**src/rtl/core/lfps_pkg.sv**
```systemverilog
// Package for the line follower PID steering block.
// Holds register indexes, field widths and the tracker snapshot type.
// No dependencies.
`default_nettype none

package lfps_pkg;

	localparam int unsigned CfgIdxW = 3;
	localparam int unsigned CfgDataW = 16;
	localparam int unsigned AccW = 35;

	typedef enum logic [CfgIdxW-1:0] {
		REG_SENSOR_THRESHOLD = 3'd0,
		REG_BASE_SPEED       = 3'd1,
		REG_RIGHT_TRIM       = 3'd2,
		REG_INTEGRAL_LIMIT   = 3'd3,
		REG_PROP_GAIN        = 3'd4,
		REG_INTEG_GAIN       = 3'd5,
		REG_DERIV_GAIN       = 3'd6
	} cfg_reg_t;

	localparam logic [7:0]  RstSensorThreshold = 8'd13;
	localparam logic [7:0]  RstBaseSpeed       = 8'd160;
	localparam logic [7:0]  RstRightTrim       = 8'd35;
	localparam logic [14:0] RstIntegralLimit   = 15'd100;
	localparam logic [15:0] RstPropGain        = 16'd5120;
	localparam logic [15:0] RstIntegGain       = 16'd205;
	localparam logic [15:0] RstDerivGain       = 16'd13;

	typedef struct packed {
		logic signed [1:0]  err;
		logic signed [2:0]  deriv;
		logic signed [15:0] integ;
		logic               node;
	} snap_t;

endpackage

`default_nettype wire

```
**src/rtl/core/line_follow_pid_steering.sv**
```systemverilog
// Line follower PID steering block, top level.
// Instantiates lfps_tracker; uses lfps_pkg.
//
// Usage:
//   Sample channel: sample_valid/sample_stall carry one beat of three
//   eight-bit reflectance samples. Duty channel: duty_valid/duty_stall
//   carry one beat of left and right wheel duty, held error and node flag.
//   A beat moves at a rising edge with valid high and stall low.
//   Each sample beat gives exactly one duty beat, in order.
//   The path runs through held state update, gain products, and duty
//   saturation and trim, each ending in a register.
//   Throughput is one beat per cycle while duty_stall is low; the state
//   update loop in the tracker is the only feedback path.
//   When duty_stall is high the pipeline holds; bubbles are filled first,
//   so up to three beats are held before sample_stall rises.
//   Reset clears the held state and all valid flags and loads the
//   register defaults. Write registers through cfg_write/cfg_index/cfg_data
//   only while no beat is in flight; indexes past the list are dropped.
`default_nettype none

module line_follow_pid_steering
	import lfps_pkg::*;
(
	input  wire logic                clk,
	input  wire logic                arst_n,
	input  wire logic                cfg_write,
	input  wire logic [CfgIdxW-1:0]  cfg_index,
	input  wire logic [CfgDataW-1:0] cfg_data,
	input  wire logic                sample_valid,
	output logic                     sample_stall,
	input  wire logic [7:0]          left_sample,
	input  wire logic [7:0]          center_sample,
	input  wire logic [7:0]          right_sample,
	output logic                     duty_valid,
	input  wire logic                duty_stall,
	output logic [7:0]               left_duty,
	output logic [7:0]               right_duty,
	output logic signed [1:0]        steer_error,
	output logic                     node_seen
);

	logic [7:0]  sensor_threshold_q;
	logic [7:0]  base_speed_q;
	logic [7:0]  right_trim_q;
	logic [14:0] integral_limit_q;
	logic [15:0] prop_gain_q;
	logic [15:0] integ_gain_q;
	logic [15:0] deriv_gain_q;

	logic  accept;
	logic  out_ready;
	logic  s2_ok;
	logic  s1_ok;
	snap_t snap;

	logic                   valid_s1;
	snap_t                  snap_s1;
	logic                   valid_s2;
	logic signed [AccW-1:0] acc_s2;
	logic signed [1:0]      err_s2;
	logic                   node_s2;
	logic                   valid_q;

	logic signed [AccW-1:0] p_term;
	logic signed [AccW-1:0] d_term;
	logic signed [32:0]     i_prod;
	logic signed [AccW-1:0] acc;

	logic [AccW-1:0] mag;
	logic [25:0]     pmag;
	logic [26:0]     up_sum;
	logic [7:0]      up_duty;
	logic [7:0]      down_duty;
	logic            slow_left;
	logic [7:0]      ld;
	logic [7:0]      rd;

	always_ff @(posedge clk or negedge arst_n) begin
		if (!arst_n) begin
			sensor_threshold_q <= RstSensorThreshold;
			base_speed_q <= RstBaseSpeed;
			right_trim_q <= RstRightTrim;
			integral_limit_q <= RstIntegralLimit;
			prop_gain_q <= RstPropGain;
			integ_gain_q <= RstIntegGain;
			deriv_gain_q <= RstDerivGain;
		end else if (cfg_write) begin
			unique case (cfg_index)
				REG_SENSOR_THRESHOLD: sensor_threshold_q <= cfg_data[7:0];
				REG_BASE_SPEED:       base_speed_q <= cfg_data[7:0];
				REG_RIGHT_TRIM:       right_trim_q <= cfg_data[7:0];
				REG_INTEGRAL_LIMIT:   integral_limit_q <= cfg_data[14:0];
				REG_PROP_GAIN:        prop_gain_q <= cfg_data;
				REG_INTEG_GAIN:       integ_gain_q <= cfg_data;
				REG_DERIV_GAIN:       deriv_gain_q <= cfg_data;
				default: ;
			endcase
		end
	end

	assign out_ready = !valid_q || !duty_stall;
	assign s2_ok = !valid_s2 || out_ready;
	assign s1_ok = !valid_s1 || s2_ok;
	assign sample_stall = !s1_ok;
	assign accept = sample_valid && s1_ok;

	lfps_tracker u_tracker (
		.clk           (clk),
		.arst_n        (arst_n),
		.accept        (accept),
		.left_sample   (left_sample),
		.center_sample (center_sample),
		.right_sample  (right_sample),
		.threshold     (sensor_threshold_q),
		.limit         (integral_limit_q),
		.snap          (snap)
	);

	always_ff @(posedge clk or negedge arst_n) begin
		if (!arst_n) begin
			valid_s1 <= 1'b0;
			valid_s2 <= 1'b0;
			valid_q <= 1'b0;
		end else begin
			if (s1_ok)
				valid_s1 <= accept;
			if (s2_ok)
				valid_s2 <= valid_s1;
			if (out_ready)
				valid_q <= valid_s2;
		end
	end

	always_ff @(posedge clk) begin
		if (accept)
			snap_s1 <= snap;
	end

	always_comb begin
		unique case (snap_s1.err)
			2'sb01:  p_term = $signed({{(AccW-16){1'b0}}, prop_gain_q});
			2'sb11:  p_term = -$signed({{(AccW-16){1'b0}}, prop_gain_q});
			default: p_term = '0;
		endcase
		unique case (snap_s1.deriv)
			3'sb001: d_term = $signed({{(AccW-16){1'b0}}, deriv_gain_q});
			3'sb010: d_term = $signed({{(AccW-17){1'b0}}, deriv_gain_q, 1'b0});
			3'sb111: d_term = -$signed({{(AccW-16){1'b0}}, deriv_gain_q});
			3'sb110: d_term = -$signed({{(AccW-17){1'b0}}, deriv_gain_q, 1'b0});
			default: d_term = '0;
		endcase
		i_prod = $signed({1'b0, integ_gain_q}) * snap_s1.integ;
		acc = p_term + d_term + AccW'(i_prod);
	end

	always_ff @(posedge clk) begin
		if (s2_ok && valid_s1) begin
			acc_s2 <= acc;
			err_s2 <= snap_s1.err;
			node_s2 <= snap_s1.node;
		end
	end

	always_comb begin
		mag = acc_s2[AccW-1] ? AccW'(-acc_s2) : AccW'(acc_s2);
		pmag = mag[33:8];
		up_sum = {19'd0, base_speed_q} + {1'b0, pmag};
		up_duty = (up_sum > 27'd255) ? 8'd255 : up_sum[7:0];
		down_duty = ({18'd0, base_speed_q} < pmag) ? 8'd0
			: 8'(up_sum - {pmag, 1'b0});
		slow_left = (err_s2 < 0) || (acc_s2[AccW-1]);
		if (err_s2 == 2'sb00) begin
			ld = base_speed_q;
			rd = base_speed_q;
		end else if (slow_left) begin
			ld = down_duty;
			rd = up_duty;
		end else begin
			ld = up_duty;
			rd = down_duty;
		end
		if (rd > right_trim_q)
			rd = rd - right_trim_q;
	end

	always_ff @(posedge clk) begin
		if (out_ready && valid_s2) begin
			left_duty <= ld;
			right_duty <= rd;
			steer_error <= err_s2;
			node_seen <= node_s2;
		end
	end

	assign duty_valid = valid_q;

endmodule

`default_nettype wire

```
**src/rtl/core/lfps_tracker.sv**
```systemverilog
// Sensor thresholding and held steering state (error, derivative, integrator).
// Produces the updated state of the accepted beat; uses lfps_pkg.
`default_nettype none

module lfps_tracker
	import lfps_pkg::*;
(
	input  wire logic        clk,
	input  wire logic        arst_n,
	input  wire logic        accept,
	input  wire logic [7:0]  left_sample,
	input  wire logic [7:0]  center_sample,
	input  wire logic [7:0]  right_sample,
	input  wire logic [7:0]  threshold,
	input  wire logic [14:0] limit,
	output snap_t            snap
);

	logic signed [1:0]  err_q;
	logic signed [2:0]  deriv_q;
	logic signed [15:0] integ_q;

	logic               l_on;
	logic               c_on;
	logic               r_on;
	logic [1:0]         count;
	logic               one_hot;
	logic signed [1:0]  err_n;
	logic signed [2:0]  deriv_n;
	logic signed [15:0] integ_c;
	logic signed [16:0] isum;
	logic signed [15:0] integ_n;

	always_comb begin
		l_on = left_sample > threshold;
		c_on = center_sample > threshold;
		r_on = right_sample > threshold;
		count = {1'b0, l_on} + {1'b0, c_on} + {1'b0, r_on};
		one_hot = count == 2'd1;
		err_n = err_q;
		deriv_n = deriv_q;
		integ_c = integ_q;
		if (one_hot) begin
			err_n = $signed({1'b0, r_on}) - $signed({1'b0, l_on});
			deriv_n = 3'(err_n) - 3'(err_q);
			if (integ_q > $signed({1'b0, limit}))
				integ_c = $signed({1'b0, limit});
		end
		isum = 17'(integ_c) + 17'(err_n);
		if (isum > 17'sd32767)
			integ_n = 16'sh7fff;
		else if (isum < -17'sd32768)
			integ_n = 16'sh8000;
		else
			integ_n = isum[15:0];
	end

	always_ff @(posedge clk or negedge arst_n) begin
		if (!arst_n) begin
			err_q <= '0;
			deriv_q <= '0;
			integ_q <= '0;
		end else if (accept) begin
			err_q <= err_n;
			deriv_q <= deriv_n;
			integ_q <= integ_n;
		end
	end

	assign snap = '{err: err_n, deriv: deriv_n, integ: integ_n, node: count[1]};

endmodule

`default_nettype wire

```
**config.mk**
```make
export PLATFORM = sky130hd
export DESIGN_NAME = line_follow_pid_steering
export DESIGN_NICKNAME = d
export VERILOG_FILES = /design/src/rtl/core/lfps_pkg.sv /design/src/rtl/core/line_follow_pid_steering.sv /design/src/rtl/core/lfps_tracker.sv
export SDC_FILE = /design/constraint.sdc
export NUM_CORES = 1
export LEC_CHECK = 0
export ABC_AREA = 1
export BUFFER_PORTS_ARGS = -buffer_cell sky130_fd_sc_hd__buf_2
export CORE_ASPECT_RATIO = 1.5
export CORE_MARGIN = 2
export CORE_UTILIZATION = 35
export CTS_BUF_LIST = sky130_fd_sc_hd__clkbuf_2
export DETAILED_ROUTE_END_ITERATION = 7
export PLACE_DENSITY = 0.53
export SYNTH_ARGS = -nofsm -noshare
export SYNTH_HDL_FRONTEND = slang
export SYNTH_SLANG_ARGS = --single-unit
export TNS_END_PERCENT = 20
```
**constraint.sdc**
```tcl
create_clock -name clk -period 19 [get_ports clk]
set_input_delay 1.9 -clock clk [delete_from_list [all_inputs] [get_ports clk]]
set_output_delay 1.9 -clock clk [all_outputs]
set_load 0.005 [all_outputs]
```
[Yosys cells after proc, flatten, opt, wreduce, memory -nomap -nowiden]
Index checks and enable logic that the tools add are counted.
Word-level totals
  register bits after elaboration: 190
  output and inout port bits: 21
  logic and storage cells: 99
Cells by class
  $add $sub $neg: 14
  $mul: 1
  magnitude comparators: 10
  equality and inequality tests: 13
  multiplexer cells: 16
  reductions and logical operators: 21
Operator list (number)
  case mux 35 bit (4 select lines): 1
  negation 16 -> 35 bit: 2
  case mux 35 bit (2 select lines): 1
  two-way mux 16 bit: 4
  two-way mux 8 bit: 7
  adder 35 x 33 -> 35 bit: 1
  adder 35 bit: 1
  negation 17 -> 35 bit: 1
  two-way mux 34 bit: 1
  negation 34 bit: 1
  multiplier 17 x 16 -> 33 bit: 1
  greater-than comparator 8 bit: 4
  adder 8 x 26 -> 27 bit: 1
  greater-than comparator 27 x 8 -> 1 bit, second input constant: 1
  < comparator 8 x 26 -> 1 bit: 1
  adder 16 x 2 -> 17 bit: 1
  greater-than comparator 17 x 16 -> 1 bit, second input constant: 1
  < comparator 17 x 16 -> 1 bit, second input constant: 1
  greater-than comparator 16 bit: 1
  subtractor 8 bit: 2
  equality test 3 bit, second input constant: 5
  AND reduction 2 bit: 7
  equality test 3 x 2 -> 1 bit, second input constant: 3
  equality test 3 x 1 -> 1 bit, second input constant: 2
  14 further kinds: 24

[Longest topological paths before layout]
Gate-level depths: netlist of the first run.
  word-level depth: 9
  gate-level depth with buffers: 41
  mapped depth without buffers: 40

[Modules after synthesis]
From an unflattened synthesis of the first run, not the netlist that was laid out.
Second synthesis, totals
  cells, all modules: 3162
  area total of the unflattened synthesis: 24651.1 um^2
By module, submodules not included
  line_follow_pid_steering: times used 1, cells each 2645, area an instance 21341.7 um^2
  lfps_tracker: times used 1, cells each 517, area an instance 3309.4 um^2

[Worst setup path before layout of the first run]
Ideal clock, no wire load.
  path type: input -> register
  start point: input right_sample[5]
  end point: register snap_s1[10] (netlist bit) (data pin)
  data arrival time: 6.852 ns
  data required time: 18.720 ns
  path slack: 11.868 ns
  cell stages on the path: 23
  path buffers: 1
  path through: ha_1 a21oi_1 nor2_1 a211oi_1 a32oi_1 fa_1 inv_1 nor2_1 inv_1 o21ai_0 inv_1 fa_1 o21ai_1 a21oi_1 o21ai_1 nand2_1 a21oi_2 nand4_1 nand2_1 xor2_1 nor2_1 clkbuf_1 o21ai_0
RTL lines
  from (decl): line line_follow_pid_steering.sv:33  | input wire logic [7:0] right_sample,
  to (signal assigned): line line_follow_pid_steering.sv:136  | snap_s1 <= snap;
  to (decl): line line_follow_pid_steering.sv:57  | snap_t snap_s1;

[Worst setup path after layout of the first run]
  start point: register prop_gain_q[0]
  end point: register acc_s2[29] (data pin)
Between the ends
  longest elaborated chain between the ends: 4
Ends and longest elaborated chain
  from (decl): line line_follow_pid_steering.sv:46  | logic [15:0] prop_gain_q;
  from (signal assigned): line line_follow_pid_steering.sv:84  | prop_gain_q <= RstPropGain;
  from (signal assigned): line line_follow_pid_steering.sv:93  | REG_PROP_GAIN: prop_gain_q <= cfg_data;
  negation 16 -> 35 bit: line line_follow_pid_steering.sv:142  | 2'sb11: p_term = -$signed({{(AccW-16){1'b0}}, prop_gain_q});
  case mux 35 bit (2 select lines) *: line line_follow_pid_steering.sv:140  | unique case (snap_s1.err)
  adder 35 bit *: line line_follow_pid_steering.sv:153  | acc = p_term + d_term + AccW'(i_prod);
  adder 35 x 33 -> 35 bit *: line line_follow_pid_steering.sv:153
  named net acc[29]: line line_follow_pid_steering.sv:67  | logic signed [AccW-1:0] acc;
  to (signal assigned): line line_follow_pid_steering.sv:158  | acc_s2 <= acc;
  to (decl): line line_follow_pid_steering.sv:59  | logic signed [AccW-1:0] acc_s2;
The timed path passes the listed nets; every way through them passes the cells marked *.
A chain may end at the register's enable or synchronous reset.

==> summary.md, run 1 <==
| Metric | Value |
|---|---|
| Status | `complete, no violations` |
| Post-synth EDFFs | `79` |
| Arr. time, crit path | `8.60 ns` |
| Worst slew pin tran | `1.21 ns` |
| Gate Count Post-Synth | `3,006` |
| PostCTS Resize Cnt | `0` |
| Initial Utilization | `0.354` |
| Clk sinks | `190` |
| Sequential Area | `5180 um^2` |
| CTS H-Tree Depth | `4` |
| #FFs+latches synth | `190` |
| Register area share after synthesis | `0.215` |
| Synthesis-to-finish area growth | `5.89%` |
| Clk pin slew, worst setup/hold paths | `0.34 ns` |
| Setup CP Type | `flop to flop` |
| Top-level I/O count | `69` |
| Max_slew headroom | `0.185` |
| DRC violations left | `0` |
| Num CTS Buffers | `17` |
| Final ANT Viol Nets | `0` |
| Critical Path Max Stage Delay | `0.94 ns` |
| Vias | `18,871` |
| Largest net degree at the start of global routing | `67` |
| Drt initial violations | `888` |
| Die area | `70,900 um^2` |
| Hold Path Class | `flop to flop` |
| Die W | `218 um` |
| Crit path time final | `7.80 ns` |
| Crit end category | `flop` |
| Max Clk Rate | `128 MHz` |
| DRT Wirelength | `66.1 mm` |
| # hold bufs at CTS | `0` |
| Post-CTS setup buffers | `0` |
| Global-route wire length before repair | `107 mm` |
| Drt wl/cell | `16.9 um` |
| Final hold violations | `0` |
| Vias in the first global route | `19,949` |
| Fin crit share | `0.411` |
| Syn Nets | `3,575` |
| DP HPWL | `54.8 mm` |
| DRT Pass-1 Iters | `6` |
| CTS tree | `yes` |
| Most used cell, CP | `inv_1` |
| Total global routing overflow | `0` |
| Max Clock Skew | `0.0683 ns` |
| Syn Area/Cell | `8.00 um^2` |
| Skew-Pair Late Insertion Delay | `1.07 ns` |
| CP required | `19.80 ns` |
| Via/cell ratio | `4.83` |
| Post-Syn Area | `24,100 um^2` |
| Top_reg_cell synth | `dfrtp_1` |
| Share of cells above drive strength 1 | `0.0750` |
| # nets final | `3,569` |
| Tot GR Track Use | `0.197` |
| CORE AREA | `67,900 um^2` |
| Crit-path slowest cell | `nor3_1` |
| RSZ-0062 raised after global routing | `no` |
| Critical Path Start Type | `flop` |
| CP Max Fanout | `8` |
| Root buffer cell | `clkbuf_2` |
| Max-slew violation count | `0` |
| Setup_tns | `0 ns` |
| Initial antenna violation count | `2` |
| Synth unique cells | `54` |
| Max clock buf depth | `2` |
| Die Height | `325 um` |
| Area occupied by multi-input gates | `16,200 um^2` |
| IO buf count | `68` |
| Row cnt | `117` |
| Filler Cell Count | `7,186` |
| GPL Wtd Cong | `0.913` |
| Ys async rst share | `0.584` |
| YS warnings | `0` |
| # setup viols final | `0` |
| Number of max-cap violations | `0` |
==> synthesized netlist by cell type, types with 5 or more instances <==
master / number / area [um^2]
nand2_2: 24 / 150
clkbuf_1: 99 / 372
nand4_1: 26 / 163
nor2_4: 9 / 101
nor4_1: 8 / 50.1
fa_1: 263 / 5270
ha_1: 258 / 3230
o21bai_1: 8 / 60.1
dfstp_2: 21 / 552
nor3_1: 24 / 120
o22ai_1: 12 / 75.1
o21ai_1: 8 / 40.0
o21ai_0: 193 / 966
edfxtp_1: 79 / 2370
nand3_2: 9 / 90.1
nor2_1: 162 / 608
nand2_1: 706 / 2650
nand3_1: 94 / 470
nand2_4: 9 / 101
a21boi_0: 5 / 37.5
o211ai_1: 6 / 45.0
or2_2: 17 / 106
inv_1: 604 / 2270
dfrtp_1: 90 / 2250
xor2_1: 62 / 543
a221oi_1: 14 / 123
xnor2_1: 23 / 201
a31oi_1: 5 / 31.3
nor2_2: 12 / 75.1
a21oi_1: 107 / 536
a21o_1: 6 / 45.0
==> logic make-up after synthesis <==
| family | Yosys count | synth area share |
|---|---|---|
| buffers and inverters | 715 | 0.113 |
| and+or+nand+nor | 1108 | 0.199 |
| adders and majority gates | 521 | 0.353 |
| DFF | 190 | 0.215 |
| xor gates and xnor gates | 85 | 0.0309 |
| AOI/OAI and AO/OA | 387 | 0.0893 |
==> layer usage <==
metal	up-vias	part of all wire	track usage
met5	-	0	0
met4	0	0.036	0.0710
met3	104	0.027	0.0250
met2	303	0.55	0.376
met1	9118	0.39	0.218
li1	9346	-	-
==> path summary, 6_finish.rpt <==
path | startpoint | end | slack (ns) | depth (start not counted)
min in group asynchronous | arst_n | u_tracker.integ_q[5]$_DFFE_PN0P_ | 0.89 | 1
min reg2reg | node_s2$_DFFE_PP_ | node_seen$_DFFE_PP_ | 0.46 | 0
min | node_s2$_DFFE_PP_ | node_seen$_DFFE_PP_ | 0.46 | 0
max reg2reg | prop_gain_q[0]$_DFFE_PN0P_ | acc_s2[29]$_DFFE_PP_ | 11.20 | 31
max | prop_gain_q[0]$_DFFE_PN0P_ | acc_s2[29]$_DFFE_PP_ | 11.20 | 31
max in group asynchronous | arst_n | base_speed_q[6]$_DFFE_PN0P_ | 16.91 | 2
==> metrics by stage <==
stage               area, um^2  worst slack (ns)  utilization  std cells  hold slack [ns]
detailed placement       25200             11.32        0.371       3873            0.406
floorplan                24100             11.87            -       3006            0.400
finish                   25500             11.20        0.375       3908            0.464
global placement         25200             11.35        0.371       3873            0.405
CTS                      25500             11.21        0.375       3905            0.468
global route             25500             10.45        0.375       3908            0.492
==> final cells by class <==
cell class | instances | share of cell area
antenna | 3 | 0.000295
clock buffer | 17 | 0.00334
clock inverter | 15 | 0.00678
inverter | 608 | 0.0896
multi-input combinational | 2101 | 0.635
sequential | 190 | 0.203
tap | 892 | 0.0438
timing repair buffer | 82 | 0.0176
==> cells in the final DEF (no fill, tap or decap), types with 5 or more instances in the layout <==
master and n:
a31oi_1 5, nor2_2 12, edfxtp_1 79, dfstp_2 21
a21boi_0 5, clkbuf_2 17, or2_2 17, nand3_2 9
clkinv_1 5, nand2_2 24, ha_1 258, o21bai_1 8
a21oi_1 106, xnor2_1 23, dfrtp_1 90, nor3_1 24
o21ai_1 9, a21o_1 6, nand4_1 26, o21ai_0 192
xor2_1 62, nand2_1 706, nor4_1 8, o211ai_1 6
inv_1 604, nand3_1 94, buf_4 15, nor2_1 161
nor2_4 10, nand2_4 9, a221oi_1 14, fa_1 263
o22ai_1 12, buf_2 67
==> worst max-delay path: cells and delay by family (launching register included) <==
| kind | cells | cell delay (ns) |
|---|---|---|
| XOR/XNOR | 2 | 0.29 |
| AO/OA/AOI/OAI | 4 | 0.83 |
| adder cells (fa/ha/maj) | 8 | 3.44 |
| buffers and inverters | 8 | 0.56 |
| AND/OR/NAND/NOR | 9 | 1.92 |
| flip-flops | 1 | 0.50 |
==> registers in the layout (all words and copies together), names as in the netlist, 2 cells and up <==
register,flops
u_tracker.integ_q,16
sensor_threshold_q,8
integ_gain_q,16
u_tracker.err_q,2
left_duty,8
err_s2,2
prop_gain_q,16
base_speed_q,8
snap_s1,22
steer_error,2
right_duty,8
right_trim_q,8
integral_limit_q,15
deriv_gain_q,16
u_tracker.deriv_q,3
acc_s2,35
Power of run 1 is left out: the tool's default activity adds up to more than one toggle a clock period on the data nets, which glitch-free logic cannot reach.
==> run 2, diff against run 1 <==
Clock period 19 ns to 7.9 ns, I/O delays scaled along.
==> summary.md, run 2 (synthesis gave the netlist of run 1 again) <==
| Metric | Value |
|---|---|
| Status | `complete, no violations (unchanged)` |
| Num CTS Buffers | `17 (unchanged)` |
| Largest net degree at the start of global routing | `77 (was 67)` |
| Final hold violations | `0 (unchanged)` |
| # nets final | `3,603 (was 3,569)` |
| Commonest non-fill, non-tap cells in the layout | `nand2_1 (706), inv_1 (604), fa_1 (263) (unchanged)` |
| Skew-Pair Late Insertion Delay | `1.05 ns (was 1.07 ns)` |
| Fin worst setup slack | `0.577 ns (was 11.20 ns)` |
| Die W | `218 um (unchanged)` |
| Critical Path Max Stage Delay | `0.52 ns (was 0.94 ns)` |
| Max FFs per register | `35 (unchanged)` |
| Final Util | `0.380 (was 0.375)` |
| Die Height | `325 um (unchanged)` |
| Fin crit share | `0.927 (was 0.411)` |
| CP Max Fanout | `5 (was 8)` |
| GPL Wtd Cong | `0.861 (was 0.913)` |
| Initial antenna violation count | `2 (unchanged)` |
| Tot GR Track Use | `0.195 (was 0.197)` |
| Vias | `18,949 (was 18,871)` |
| Filler Cell Count | `7,159 (was 7,186)` |
| Most common cell after layout, fill and taps aside | `nand2_1 (unchanged)` |
| Critical Path Start Type | `flop (unchanged)` |
| Global-route wire length before repair | `106 mm (was 107 mm)` |
| Max clock buf depth | `2 (unchanged)` |
| Place WS | `0.398 ns (was 11.32 ns)` |
| Die area | `70,900 um^2 (unchanged)` |
| Drt initial violations | `865 (was 888)` |
| Area occupied by multi-input gates | `16,200 um^2 (about the same)` |
| Total global routing overflow | `0 (unchanged)` |
| Final ANT Viol Nets | `0 (unchanged)` |
| Crit end category | `flop (unchanged)` |
| Setup_tns | `0 ns (unchanged)` |
| Setup CP Type | `flop to flop (unchanged)` |
| Max Clock Skew | `0.0717 ns (was 0.0683 ns)` |
| Sequential Area | `5180 um^2 (unchanged)` |
| RSZ-0062 raised after global routing | `no (unchanged)` |
| CTS H-Tree Depth | `4 (unchanged)` |
| Drt wl/cell | `16.9 um (about the same)` |
| Clk sinks | `190 (unchanged)` |
| Most used cell, CP | `inv_1 (unchanged)` |
| Worst slew pin tran | `1.03 ns (was 1.21 ns)` |
| DRT Wirelength | `66.6 mm (was 66.1 mm)` |
| Crit-path slowest cell | `a2111oi_0 (was nor3_1)` |
| Number of max-cap violations | `0 (unchanged)` |
| Share of cells above drive strength 1 | `0.0827 (was 0.0750)` |
| Arr. time, crit path | `8.14 ns (was 8.60 ns)` |
| Final Hold Slack | `0.273 ns (was 0.464 ns)` |
| CORE AREA | `67,900 um^2 (unchanged)` |
| Hold Path Class | `primary input to flop (was flop to flop)` |
| Vias in the first global route | `19,790 (was 19,949)` |
| Synthesis-to-finish area growth | `7.27% (was 5.89%)` |
| DRC violations left | `0 (unchanged)` |
| Max-slew violation count | `0 (unchanged)` |
| Reg with most FFs | `acc_s2 (unchanged)` |
| # setup viols final | `0 (unchanged)` |
| CTS tree | `yes (unchanged)` |
| Max Clk Rate | `137 MHz (was 128 MHz)` |
| Initial Utilization | `0.354 (unchanged)` |
| IO buf count | `68 (unchanged)` |
| Post-CTS setup buffers | `0 (unchanged)` |
| DRT Pass-1 Iters | `5 (was 6)` |
| DP HPWL | `55.0 mm (was 54.8 mm)` |
| Max_slew headroom | `0.309 (was 0.185)` |
| Top-level I/O count | `69 (unchanged)` |
| Clk pin slew, worst setup/hold paths | `0.35 ns (was 0.34 ns)` |
| CP required | `8.72 ns (was 19.80 ns)` |
| Row cnt | `117 (unchanged)` |
| Biggest regs | `acc_s2 x35, snap_s1 x22 (unchanged)` |
| Root buffer cell | `clkbuf_2 (unchanged)` |
| Crit path time final | `7.32 ns (was 7.80 ns)` |
| Via/cell ratio | `4.80 (was 4.83)` |
[run 2: cell types whose count changed in the layout (fill, tap and decap cells not counted), moves of 2 or more]
cell and delta:
dlygate4sd3_1 +13, clkinv_1 -2, a21boi_1 +2, diode_2 +2, clkinv_4 +4, a21boi_0 -2, buf_4 +21, inv_6 -2
[run 2: what timing repair did]
item	in CTS	in global routing
hold buffers	13	0
gates resized for setup	0	6
endpoints found under the hold margin	69	0
setup endpoints to repair	0	4
[run 2: critical path, delay by kind of cell (launching register included)]
kind	cells	cell delay [ns]
DFF	1	0.50
buffers and inverters	9	0.64
AOI/OAI and AO/OA	6	1.32
and+or+nand+nor	8	1.36
adders and majority gates	8	3.08
xor gates and xnor gates	1	0.18
[run 2: path summary, 6_finish.rpt]
check | startpoint | to | slack [ns] | cells after the start
min in group asynchronous | arst_n | integral_limit_q[7]$_DFFE_PN0P_ | 0.69 | 3
worst max register to register | deriv_gain_q[1]$_DFFE_PN0P_ | acc_s2[33]$_DFFE_PP_ | 0.58 | 32
max in group asynchronous | arst_n | integ_gain_q[14]$_DFFE_PN0P_ | 5.87 | 4
worst max-delay path | deriv_gain_q[1]$_DFFE_PN0P_ | acc_s2[33]$_DFFE_PP_ | 0.58 | 32
worst min-delay path | cfg_index[0] | integral_limit_q[2]$_DFFE_PN1P_ | 0.27 | 5
worst min register to register | node_s2$_DFFE_PP_ | node_seen$_DFFE_PP_ | 0.47 | 0
[run 2: area by class of cell]
type                       instances  area share
tap                              892      0.0433
sequential                       190       0.201
inverter                         608      0.0884
timing repair buffer             116      0.0285
multi-input combinational       2101       0.628
antenna                            5    0.000485
clock buffer                      17     0.00330
clock inverter                    15     0.00752
[run 2: through the flow]
step | cell area, um^2 | std cells
2_1_floorplan | 24100 | 3006
3_3_place_gp | 25400 | 3894
3_5_place_dp | 25400 | 3894
4_1_cts | 25800 | 3939
5_1_grt | 25800 | 3942
6_report | 25800 | 3944
[run 2: routing by layer]
layer / global-route usage / part of all wire / vias up
met5: 0 / 0 / -
met1: 0.211 / 0.39 / 9158
met4: 0.0682 / 0.027 / 0
li1: - / - / 9408
met3: 0.0205 / 0.025 / 75
met2: 0.384 / 0.56 / 308
Power of run 2 is left out for the same reason.
